File: src/design/rfl_pkg.sv
// Shared widths, result types and helper functions for the vector reflection block.
// Every module of the block imports this package. It depends on nothing else.
package rfl_pkg;

    // Width of one input component.
    localparam int CW = 16;
    // Width of one reflected component.
    localparam int OW = CW + 1;
    // Width of a product of two magnitudes.
    localparam int PW = 2 * CW - 1;
    // Width of a sum of three products. This covers the dot product and n.n.
    localparam int SW = 2 * CW;
    // Width of the numerator 2 |v.n| |n_i|.
    localparam int NW = SW + CW + 1;
    // Width of the quotient. It is bounded by twice the length of v.
    localparam int QW = CW + 1;
    // Width of the signed sum v_i +/- q before it is clamped.
    localparam int RW = CW + 3;

    typedef logic signed [CW-1:0] comp_t;
    typedef logic [CW-1:0]        cmag_t;
    typedef logic [SW-1:0]        sum_t;
    typedef logic [NW-1:0]        num_t;
    typedef logic [QW-1:0]        quot_t;

    // Magnitude of a two's complement component. The most negative value maps to 2^(CW-1).
    function automatic cmag_t mag(input comp_t x);
        cmag_t m;
        m = x[CW-1] ? (~cmag_t'(x) + cmag_t'(1)) : cmag_t'(x);
        return m;
    endfunction

endpackage

File: src/design/rfl_dot.sv
// Front end of the reflection pipeline: component magnitudes, products and three-term sums.
// It has two register stages and produces the positive and negative parts of v.n and n.n.
// It depends on rfl_pkg.
module rfl_dot
    import rfl_pkg::*;
(
    input  logic  clk,
    input  logic  rst_n,
    input  logic  in_valid,
    output logic  in_ready,
    input  comp_t vec [3],
    input  comp_t norm [3],
    output logic  out_valid,
    input  logic  out_ready,
    output comp_t vec_out [3],
    output cmag_t nmag_out [3],
    output logic  nneg_out [3],
    output sum_t  pos_out,
    output sum_t  neg_out,
    output sum_t  nn_out
);

    logic [1:0] vld_reg;
    logic [2:0] rdy;

    // Stage one: products of magnitudes.
    comp_t            v1_reg [3];
    cmag_t            nm1_reg [3];
    logic             nneg1_reg [3];
    logic [PW-1:0]    pv1_reg [3];
    logic [PW-1:0]    pn1_reg [3];
    logic             pneg1_reg [3];

    // Stage two: sums.
    comp_t            v2_reg [3];
    cmag_t            nm2_reg [3];
    logic             nneg2_reg [3];
    sum_t             pos2_reg;
    sum_t             neg2_reg;
    sum_t             nn2_reg;

    cmag_t            vm_next [3];
    cmag_t            nm_next [3];
    sum_t             pos_next;
    sum_t             neg_next;
    sum_t             nn_next;

    assign rdy[2]   = out_ready;
    assign rdy[1]   = ~vld_reg[1] | rdy[2];
    assign rdy[0]   = ~vld_reg[0] | rdy[1];
    assign in_ready = rdy[0];

    always_comb
    begin
        for (int i = 0; i < 3; i++)
        begin
            vm_next[i] = mag(vec[i]);
            nm_next[i] = mag(norm[i]);
        end
        pos_next = '0;
        neg_next = '0;
        nn_next  = '0;
        for (int i = 0; i < 3; i++)
        begin
            if (pneg1_reg[i])
                neg_next = neg_next + SW'(pv1_reg[i]);
            else
                pos_next = pos_next + SW'(pv1_reg[i]);
            nn_next = nn_next + SW'(pn1_reg[i]);
        end
    end

    always_ff @(posedge clk or negedge rst_n)
    begin
        if (!rst_n)
            vld_reg <= '0;
        else
        begin
            if (rdy[0])
                vld_reg[0] <= in_valid;
            if (rdy[1])
                vld_reg[1] <= vld_reg[0];
        end
    end

    always_ff @(posedge clk)
    begin
        if (rdy[0])
        begin
            for (int i = 0; i < 3; i++)
            begin
                v1_reg[i]    <= vec[i];
                nm1_reg[i]   <= nm_next[i];
                nneg1_reg[i] <= norm[i][CW-1];
                pv1_reg[i]   <= PW'(vm_next[i]) * PW'(nm_next[i]);
                pn1_reg[i]   <= PW'(nm_next[i]) * PW'(nm_next[i]);
                pneg1_reg[i] <= vec[i][CW-1] ^ norm[i][CW-1];
            end
        end
        if (rdy[1])
        begin
            for (int i = 0; i < 3; i++)
            begin
                v2_reg[i]    <= v1_reg[i];
                nm2_reg[i]   <= nm1_reg[i];
                nneg2_reg[i] <= nneg1_reg[i];
            end
            pos2_reg <= pos_next;
            neg2_reg <= neg_next;
            nn2_reg  <= nn_next;
        end
    end

    assign out_valid = vld_reg[1];
    assign vec_out   = v2_reg;
    assign nmag_out  = nm2_reg;
    assign nneg_out  = nneg2_reg;
    assign pos_out   = pos2_reg;
    assign neg_out   = neg2_reg;
    assign nn_out    = nn2_reg;

endmodule

File: config.mk
export PLATFORM = sky130hd
export DESIGN_NAME = rfl_dot
export DESIGN_NICKNAME = d
export VERILOG_FILES = /design/src/design/rfl_pkg.sv /design/src/design/rfl_dot.sv
export SDC_FILE = /design/constraint.sdc
export NUM_CORES = 2
export LEC_CHECK = 0
export BUFFER_PORTS_ARGS = -buffer_cell sky130_fd_sc_hd__buf_2
export CORE_MARGIN = 1.5
export CORE_UTILIZATION = 40
export DETAILED_ROUTE_END_ITERATION = 8
export GPL_ROUTABILITY_DRIVEN = 0
export PLACE_DENSITY = 0.56
export SYNTH_ARGS = -nofsm -noshare
export SYNTH_HDL_FRONTEND = slang
export SYNTH_SLANG_ARGS = --single-unit
File: constraint.sdc
create_clock -name clk -period 13.45 [get_ports clk]
set_clock_uncertainty 0.05 [all_clocks]
set_input_delay 1.345 -clock clk [delete_from_list [all_inputs] [get_ports clk]]
set_output_delay 1.345 -clock clk [all_outputs]
set_load 0.02 [all_outputs]
==> results.yml <==
cells_and_area:
  largest_register_ffs: 93
  fillers: 16800
  final_layout_size_suffix_gt1_share_pct: 7.79
  final_cells: 9976
  area_growth_pct: 9.57
  layout.nets: 9539
grt:
  grt_max_degree: 115
  grt_pass1_wl_um: 317000
  grt.total_usage_pct: 23.0
  grt_pass1_vias: 54800
  grt_antenna_before_repair: 8
  gr-total-overflow: 0
clocking:
  cts_inserted_buffers: 59
  postCtsHoldBufs: 0
  postCtsSetupBuffers: 0
  clk_pin_slew_worst_paths_ns: 0.07
  clock_path_buffers: 3
  htreeDepth: 2
  cts-root-buf: "clkbuf_16"
  cts.sinks: 479
  cts_tree: "built"
  ctsResizeCount: 0
  clkLatencyLatePin_ns: 0.70
worst_setup_path:
  path_common_cell: "fa_1"
  critPathLaunchType: "input port"
  crit_slowest_cell: "xor2_1"
  critical-path-max-stage-delay_ns: 0.92
  crit-reg2reg-capture: "neg_out[30]$_DFFE_PP_"
  crit_fanout: 13
  crit_path_end_kind: "flop"
  crit_arrival_ns: 10.57
  crit_required_ns: 13.95
  criticalPathCategory: "input port to flop"
  r2r_start: "pneg1_reg[0][0]$_DFFE_PP_"
  r2r_cells: 22
  r2r_slack_ns: 6.39
detailed_routing:
  wl_per_cell_um: 20.3
  wirelength_um: 203000
  ant_nets: 0
  vias_per_cell: 5.19
  drt_iter0_drc: 3593
  drt_pre_antenna_iters: 8
  vias: 51800
  drc: 0
synthesis:
  synth_edf_count: 477
  syn_inst: 7297
  synth_warnings: 0
  ys_ff_latch: 479
  yosysSeqAreaShare_pct: 20.4
  ys_types: 82
  synthArstFlopShare_pct: 0.418
  synth_ff_type: "edfxtp_1"
  syn_area_sq_mm: 0.0703
  avgSynthCellArea_sq_um: 9.64
placed_design:
  detailed_place_hpwl_um: 163000
  placement.io_buffers: 296
  dp.cells: 9861
  dpl_worst_slack_ns: 2.77
timing:
  slew-limit-headroom_pct: 18.2
  hold_viol_final: 0
  setup_viol: 0
  layout_setup_ws_ns: 3.38
  finalMaxSlewViolations: 0
  final.period_utilization_pct: 74.9
  rsz0062_at_grt: "false"
  fmax_mhz: 99.3
  finalSetupTns_ns: 0
  worst_slew_pin_slew_ns: 1.22
  whs_ns: 0.344
  min_period_ns: 10.07
floorplanning:
  start_util_pct: 40.4
  core-area_sq_mm: 0.174
  ios: 297
  die_area_sq_mm: 0.178
  core.rowCount: 153
  fp.dieW_um: 422
  die_h_um: 422
min_path:
  min_path_cells: 0
  min_path_type: "flop to flop"
  min_to: "vec_out[4]$_DFFE_PP_"
  min-delay-start: "v1_reg[0][36]$_DFFE_PP_"
run:
  maxCapViolCount: 0
status:
  status: "finished, final reports clean"
metrics by stage:
step,utilization [%],instance area [sq um]
CTS,44.2,77100
detailed placement,43.1,75100
global placement,43.1,75100
floorplan,-,70500
global route,44.2,77100
finish,44.2,77100
worst max-delay path, delay by kind of cell:
kind	cells	cell delay, ns
xor+xnor	1	0.92
simple gates	4	0.73
buf+inv	6	0.79
fa+ha+maj	8	3.64
compound gates	11	3.14
final cells by class:
type                            instances  area (sq um)  area share [%]
Timing Repair Buffer                  406          2320            3.01
Multi-Input combinational cell       5194         50000            64.9
Antenna cell                            3          7.51         0.00974
Clock inverter                         41           419           0.544
Sequential cell                       479         14400            18.6
Inverter                             1457          5470            7.10
Tap cell                             2325          2910            3.77
Clock buffer                           71          1560            2.03
cells by family (layout without fill, tap and decap cells):
| family | count (synthesis) | in the layout | synth area share (%) |
|---|---|---|---|
| DFF | 479 | 479 | 20.4 |
| adders and majority gates | 1842 | 1842 | 44.5 |
| xor gates and xnor gates | 414 | 414 | 5.17 |
| buffers and inverters | 1658 | 1975 | 8.86 |
| AOI/OAI and AO/OA | 919 | 919 | 8.39 |
| and+or+nand+nor | 1930 | 1930 | 11.8 |
| other | 2 | 39 | 0.0107 |
| muxes | 53 | 53 | 0.831 |
layer usage:
layer	wire length, um	part of all wire [%]	GRT usage (%)	up-vias
met5	23	0.011	0	-
met4	7810	3.8	8.00	4
met3	13000	6.4	3.52	344
met2	95500	47	37.9	1597
met1	86600	43	30.7	26000
li1	-	-	-	23800
Yosys cell counts, types with 8 or more instances:
cell type  count  area, sq um
clkbuf_1     185          694
o21a_1        42          315
a211oi_1      29          218
and3_1        30          188
a31oi_1       27          169
xor2_1       146         1280
a21boi_0      11         82.6
o21ai_0      196          981
a211o_1       11         96.3
edfxtp_1     477        14300
fa_1        1103        22100
inv_1       1440         5410
mux2i_1       10          100
o31ai_1       35          263
nor2_1       692         2600
clkinv_1      14         52.6
nand3b_1       8         60.1
a2111oi_0     12          105
nand2b_1      42          263
nand4_1       22          138
nor4_1        11         68.8
nand3_1       47          235
nor2b_1       58          363
nor3b_1       10         75.1
ha_1         739         9250
nor3_1        60          300
o41ai_1       12          105
o211ai_1      23          173
and2_1        50          313
xnor2_1      267         2340
nand2_1      819         3070
a21o_1       130          976
mux2_2        43          484
buf_1         15         56.3
a31o_2        12          105
a21oi_1      257         1290
or3_1         35          219
o21bai_1      46          345
or2_2         12         75.1
cells in the final DEF (no fill, tap or decap), types with 23 or more instances in the layout:
master / Yosys / layout
inv_1: 1440 / 1440
fa_1: 1103 / 1103
nand2_1: 819 / 819
ha_1: 739 / 739
nor2_1: 692 / 692
edfxtp_1: 477 / 477
buf_2: 0 / 296
a21oi_1: 257 / 257
xnor2_1: 267 / 254
o21ai_0: 196 / 196
xor2_1: 146 / 142
a21o_1: 130 / 130
buf_4: 0 / 109
clkbuf_16: 0 / 61
nor3_1: 60 / 60
nor2b_1: 58 / 58
and2_1: 50 / 50
nand3_1: 47 / 47
o21bai_1: 46 / 46
mux2_2: 43 / 43
o21a_1: 42 / 42
nand2b_1: 42 / 41
conb_1: 2 / 36
or3_1: 35 / 35
o31ai_1: 35 / 35
and3_1: 30 / 30
a211oi_1: 29 / 29
a31oi_1: 27 / 27
o211ai_1: 23 / 23
how the worst max path moves through the flow:
stage | startpoint | endpoint | slack, ns
final | vec[32] | pv1_reg[0][30]$_DFFE_PP_ | 3.38
after global routing | vec[32] | pv1_reg[0][30]$_DFFE_PP_ | 2.73
after floorplan | out_ready | nm1_reg[0][0]$_DFFE_PP_ | 2.86
after CTS | vec[32] | pv1_reg[0][30]$_DFFE_PP_ | 3.54
after detailed placement | vec[32] | pv1_reg[0][30]$_DFFE_PP_ | 2.77
after global placement | vec[32] | pv1_reg[0][30]$_DFFE_PP_ | 2.96
Power is not shown: default switching activity piles up to over one toggle a cycle in this logic, so the estimate is an artifact.
