**src/design/rfl_pkg.sv**
```systemverilog
// Shared widths, result types and helper functions for the vector reflection block.
// Every module of the block imports this package. It depends on nothing else.
package rfl_pkg;

    // Width of one input component.
    localparam int CW = 16;
    // Width of one reflected component.
    localparam int OW = CW + 1;
    // Width of a product of two magnitudes.
    localparam int PW = 2 * CW - 1;
    // Width of a sum of three products. This covers the dot product and n.n.
    localparam int SW = 2 * CW;
    // Width of the numerator 2 |v.n| |n_i|.
    localparam int NW = SW + CW + 1;
    // Width of the quotient. It is bounded by twice the length of v.
    localparam int QW = CW + 1;
    // Width of the signed sum v_i +/- q before it is clamped.
    localparam int RW = CW + 3;

    typedef logic signed [CW-1:0] comp_t;
    typedef logic [CW-1:0]        cmag_t;
    typedef logic [SW-1:0]        sum_t;
    typedef logic [NW-1:0]        num_t;
    typedef logic [QW-1:0]        quot_t;

    // Magnitude of a two's complement component. The most negative value maps to 2^(CW-1).
    function automatic cmag_t mag(input comp_t x);
        cmag_t m;
        m = x[CW-1] ? (~cmag_t'(x) + cmag_t'(1)) : cmag_t'(x);
        return m;
    endfunction

endpackage

```
**src/design/rfl_scale.sv**
```systemverilog
// Signed dot product and the numerators 2 |v.n| |n_i| of the three quotients.
// Two register stages: difference and sign, then one multiplier per lane.
// It depends on rfl_pkg.
module rfl_scale
    import rfl_pkg::*;
(
    input  logic  clk,
    input  logic  rst_n,
    input  logic  in_valid,
    output logic  in_ready,
    input  comp_t vec [3],
    input  cmag_t nmag [3],
    input  logic  nneg [3],
    input  sum_t  pos,
    input  sum_t  neg,
    input  sum_t  nn,
    output logic  out_valid,
    input  logic  out_ready,
    output comp_t vec_out [3],
    output num_t  num_out [3],
    output logic  sub_out [3],
    output sum_t  nn_out,
    output logic  zero_out
);

    logic [1:0] vld_reg;
    logic [2:0] rdy;

    comp_t v1_reg [3];
    cmag_t nm1_reg [3];
    logic  nneg1_reg [3];
    sum_t  dmag1_reg;
    logic  dneg1_reg;
    sum_t  nn1_reg;
    logic  zero1_reg;

    comp_t v2_reg [3];
    num_t  num2_reg [3];
    logic  sub2_reg [3];
    sum_t  nn2_reg;
    logic  zero2_reg;

    logic  dneg_next;
    sum_t  dmag_next;
    logic [SW+CW-1:0] prod_next [3];

    assign rdy[2]   = out_ready;
    assign rdy[1]   = ~vld_reg[1] | rdy[2];
    assign rdy[0]   = ~vld_reg[0] | rdy[1];
    assign in_ready = rdy[0];

    always_comb
    begin
        dneg_next = neg > pos;
        dmag_next = dneg_next ? (neg - pos) : (pos - neg);
        for (int i = 0; i < 3; i++)
            prod_next[i] = (SW+CW)'(dmag1_reg) * (SW+CW)'(nm1_reg[i]);
    end

    always_ff @(posedge clk or negedge rst_n)
    begin
        if (!rst_n)
            vld_reg <= '0;
        else
        begin
            if (rdy[0])
                vld_reg[0] <= in_valid;
            if (rdy[1])
                vld_reg[1] <= vld_reg[0];
        end
    end

    always_ff @(posedge clk)
    begin
        if (rdy[0])
        begin
            v1_reg    <= vec;
            nm1_reg   <= nmag;
            nneg1_reg <= nneg;
            dmag1_reg <= dmag_next;
            dneg1_reg <= dneg_next;
            nn1_reg   <= nn;
            zero1_reg <= (nn == '0);
        end
        if (rdy[1])
        begin
            for (int i = 0; i < 3; i++)
            begin
                v2_reg[i]   <= v1_reg[i];
                num2_reg[i] <= {prod_next[i], 1'b0};
                // The quotient is subtracted from v_i when the signs of v.n and n_i agree.
                sub2_reg[i] <= (dneg1_reg == nneg1_reg[i]);
            end
            nn2_reg   <= nn1_reg;
            zero2_reg <= zero1_reg;
        end
    end

    assign out_valid = vld_reg[1];
    assign vec_out   = v2_reg;
    assign num_out   = num2_reg;
    assign sub_out   = sub2_reg;
    assign nn_out    = nn2_reg;
    assign zero_out  = zero2_reg;

endmodule

```
**config.mk**
```make
export PLATFORM = sky130hd
export DESIGN_NAME = rfl_scale
export DESIGN_NICKNAME = d
export VERILOG_FILES = /design/src/design/rfl_pkg.sv /design/src/design/rfl_scale.sv
export SDC_FILE = /design/constraint.sdc
export NUM_CORES = 2
export LEC_CHECK = 0
export BUFFER_PORTS_ARGS = -buffer_cell sky130_fd_sc_hd__buf_2
export CAP_MARGIN = 20
export CORE_AREA = 5 5 384 386
export DETAILED_ROUTE_END_ITERATION = 7
export DIE_AREA = 0 0 389 391
export PLACE_DENSITY = 0.73
export REMOVE_ABC_BUFFERS = 1
export SETUP_SLACK_MARGIN = 0.4
export SLEW_MARGIN = 20
export SYNTH_ARGS = -nofsm -noshare
export SYNTH_HDL_FRONTEND = slang
export SYNTH_SLANG_ARGS = --single-unit
```
**constraint.sdc**
```tcl
create_clock -name clk -period 7.2 [get_ports clk]
set_input_delay 1.08 -clock clk [delete_from_list [all_inputs] [get_ports clk]]
set_output_delay 1.08 -clock clk [all_outputs]
set_load 0.02 [all_outputs]
```
==> results.txt <==
----------------------------------------------------
[Global route]
  Antenna violations before repair ... 16
  Number of global-route vias before repair ... ~51000
  Grt ovf ... 0
  Global-route wire length before repair ... about 280000 µm
  Maximum number of pins on one net before global-route repair ... approximately 140
  Global-route total usage across every layer ... a little under a quarter

[STA]
  Setup repair after global routing missed its margin ... yes
  Clock period minus final worst setup slack ... ~6.8 ns
  Headroom to the max-slew limit ... 27.1%
  Max Fclk ... roughly 150 MHz
  Max-slew violation total from the final report ... 0
  Fraction of the cycle the final worst path needs ... 94.5%
  Clk_skew ... around 0.035 ns
  Final-report hold violation count ... 0
  Actual transition at the worst max-transition pin ... approximately 1.1 ns
  Final setup viols ... 0

[Synth]
  Unique masters post-synth ... between 80 and 90
  Instance count of the mapped netlist ... 6622
  Post-synthesis cell type with the largest combined area ... sky130_fd_sc_hd__fa_1
  Number of enable-type register cells in the synthesized netlist ... just under 400
  Sequential fraction of the synthesis area ... between 10% and 20%
  Post-synthesis async set-or-reset flop share ... less than 1%
  Cell area after technology mapping ... roughly 64000 µm²
  Largest cells by area after synthesis ... sky130_fd_sc_hd__fa_1 (39%), sky130_fd_sc_hd__edfxtp_1 (18%), sky130_fd_sc_hd__inv_1 (8.3%)
  Area share of the leading cell type in the synthesized netlist ... 39.3%
  Synthesized area divided by synthesized cell count ... between 9 and 10 µm²
  Warning count from the yosys run ... 0
  Top flip-flop cell by instance count after synthesis ... sky130_fd_sc_hd__edfxtp_1
  Register bit total from synthesis ... just under 400

[Clock tree]
  Worst-Skew Late Latency ... 0.67 ns
  Worst-path clk slew ... roughly 0.070 ns
  Maximum count of clock buffers along a single path ... 3
  Number of CTS-inserted buffers ... between 40 and 50
  CTS sink cnt ... between 300 and 400
  Number of buffers added to fix hold violations after cts ... 0
  Htree depth ... 2
  CTS tree ... done
  CTS root buf ... sky130_fd_sc_hd__clkbuf_16

[Status]
  Violations in the final reports ... design-rule violations
  Status ... finished, violations left

[Route]
  First-iteration detailed-routing DRC count ... around 3800
  Avg Vias per Cell ... around 5.3
  Routed Antenna Nets ... 0
  Detailed Route WL ... 181000 µm
  Avg WL per Cell ... around 20 µm
  DRC violations left ... 6
  Initial DRT Pass Iterations ... 8
  Total via count after detailed routing ... ~48000

[Min path]
  Path class of the lowest-slack min-delay path ... in2async

[Cells and area]
  Multi-input combinational cell area ... ~46000 µm²
  Max FFs per register ... 144
  Top library cells by usage in the layout, fill and taps aside ... sky130_fd_sc_hd__inv_1 (1403), sky130_fd_sc_hd__fa_1 (1243), sky130_fd_sc_hd__nand2_1 (1008)
  Ratio of cells with drive above 1 in the final layout ... 14.5%
  Layout Nets ... approximately 9000
  Sequential cell area ... about 12000 µm²
  Area of all placed cells without fillers ... roughly 73000 µm²
  Layout overhead on the synthesized area ... 14.5%
  Commonest non-fill, non-tap cell in the layout ... sky130_fd_sc_hd__inv_1
  Fillers ... between 10000 and 15000

[Critical path]
  Crit. Startpoint ... dmag1_reg[7]$_DFFE_PP_
  WP data required ... between 7 and 8 ns
  Crit-path max FO ... 7
  Depth of the worst register-to-register path ... 26
  Setup CP Type ... reg2reg
  Register-to-register setup slack ... 0.40 ns
  Capturing instance or port of the critical path ... num_out[146]$_DFFE_PP_
  Endpoint of the lowest-slack register-to-register path ... num_out[146]$_DFFE_PP_
  Worst endpoint data arrival time ... a little over 7 ns
  Crit. End Element ... register
  Worst flop-to-flop path startpoint ... dmag1_reg[7]$_DFFE_PP_
  Category of the worst setup path launch point ... register

[Placement]
  Placement-stage cell area ... between 60000 and 70000 µm²
  Port Buf Inserts ... roughly 430
  Routability cong. ... approximately 0.95
  Post-detailed-placement half-perimeter wirelength ... roughly 130000 µm

[Job]
  Max capacitance violation total ... 0

[Floorplanning]
  Number of placement rows ... approximately 140
  Count of boundary I/O pins ... about 430
  Height of the chip ... roughly 400 µm
  DIE WIDTH ... 389 µm
  CORE AREA ... 143000 µm²
  Initial cell density of the core ... 44.7%
  Area of the die ... about 150000 µm²

----------------------------------------------------
## cell families after synthesis
| family | Yosys count | synth area share [%] |
|---|---|---|
| simple gates | 1948 | 14.6 |
| other cells | 1 | 0.00586 |
| buf+inv | 1796 | 10.6 |
| compound gates | 630 | 6.41 |
| fa+ha+maj | 1679 | 47.5 |
| xor+xnor | 163 | 2.23 |
| mux | 10 | 0.158 |
| flops | 395 | 18.5 |
## through the flow
step / cells / setup TNS, ns / util [%] / hold slack [ns] / setup WS [ns]
floorplan: 6244 / 0 / - / 0.400 / 0.00833
global placement: 8768 / 0 / 48.3 / 0.400 / 0.0348
detailed placement: 8768 / -0.0250 / 48.3 / 0.405 / -0.0162
CTS: 8928 / 0 / 50.2 / 0.137 / 0.306
global route: 9002 / 0 / 51.2 / 0.151 / 0.208
finish: 9007 / 0 / 51.2 / 0.183 / 0.395
## cells in the mapped netlist (all sizes together), types with 34 or more instances
library cell / count
nand2: 1016
fa: 1256
xor2: 59
nor2: 108
ha: 423
nand3: 34
clkbuf: 369
xnor2: 104
edfxtp: 393
a21o: 108
and2: 637
a21oi: 203
inv: 1416
o21ai: 116
## worst min-delay path by stage
stage,to,slack (ns),cells after the start
floorplan,nn_out[0]$_DFFE_PP_,0.40,0
global placement,nn_out[25]$_DFFE_PP_,0.40,0
detailed placement,nn_out[11]$_DFFE_PP_,0.40,0
CTS,vld_reg[0]$_DFFE_PN0P_,0.14,1
global route,vld_reg[0]$_DFFE_PN0P_,0.15,1
finish,vld_reg[0]$_DFFE_PN0P_,0.18,1
## worst max-delay path: stages (launching register included)
cell and delay, ns:
sky130_fd_sc_hd__edfxtp_1 0.46, sky130_fd_sc_hd__buf_4 0.18, sky130_fd_sc_hd__buf_6 0.13, sky130_fd_sc_hd__buf_12 0.14
sky130_fd_sc_hd__and2_4 0.14, sky130_fd_sc_hd__fa_1 0.52, sky130_fd_sc_hd__inv_2 0.05, sky130_fd_sc_hd__fa_2 0.54
sky130_fd_sc_hd__fa_1 0.41, sky130_fd_sc_hd__inv_1 0.08, sky130_fd_sc_hd__fa_1 0.43, sky130_fd_sc_hd__fa_1 0.49
sky130_fd_sc_hd__inv_1 0.05, sky130_fd_sc_hd__fa_1 0.49, sky130_fd_sc_hd__inv_2 0.05, sky130_fd_sc_hd__ha_4 0.23
sky130_fd_sc_hd__a21o_1 0.17, sky130_fd_sc_hd__and4_4 0.20, sky130_fd_sc_hd__a311oi_4 0.37, sky130_fd_sc_hd__a2111oi_2 0.13
sky130_fd_sc_hd__buf_4 0.18, sky130_fd_sc_hd__o2111ai_4 0.19, sky130_fd_sc_hd__a21boi_2 0.10, sky130_fd_sc_hd__a211o_1 0.30
sky130_fd_sc_hd__a221o_1 0.35, sky130_fd_sc_hd__a21oi_2 0.14, sky130_fd_sc_hd__xnor2_1 0.07
## final cells by class
| type | count | share of cell area (%) |
|---|---|---|
| clock buffer | 52 | 1.66 |
| timing repair buffer | 765 | 7.87 |
| multi-input combinational | 4433 | 63.2 |
| antenna | 6 | 0.0205 |
| clock inverter | 37 | 0.578 |
| sequential | 395 | 16.2 |
| tap | 1903 | 3.25 |
| inverter | 1416 | 7.25 |
## per-layer routing
layer | routed length, µm | track usage [%] | vias up
met2 | 86300 | 39.1 | 1945
met3 | 15600 | 4.40 | 393
met1 | 72100 | 31.3 | 24515
met5 | 52 | 0 | -
met4 | 7460 | 8.57 | 8
li1 | - | - | 20910
## timing repair
action | 4_1_cts | 5_1_grt
hold endpoints to repair | 0 | 0
pin swaps | 16 | 104
endpoints found under the setup margin | 35 | 54
cloned | 9 | 6
resized for setup | 59 | 181
setup buffers | 62 | 66
Power is left out: the tool's default activity adds up to more than one toggle a clock period on the data nets, which glitch-free logic cannot reach.
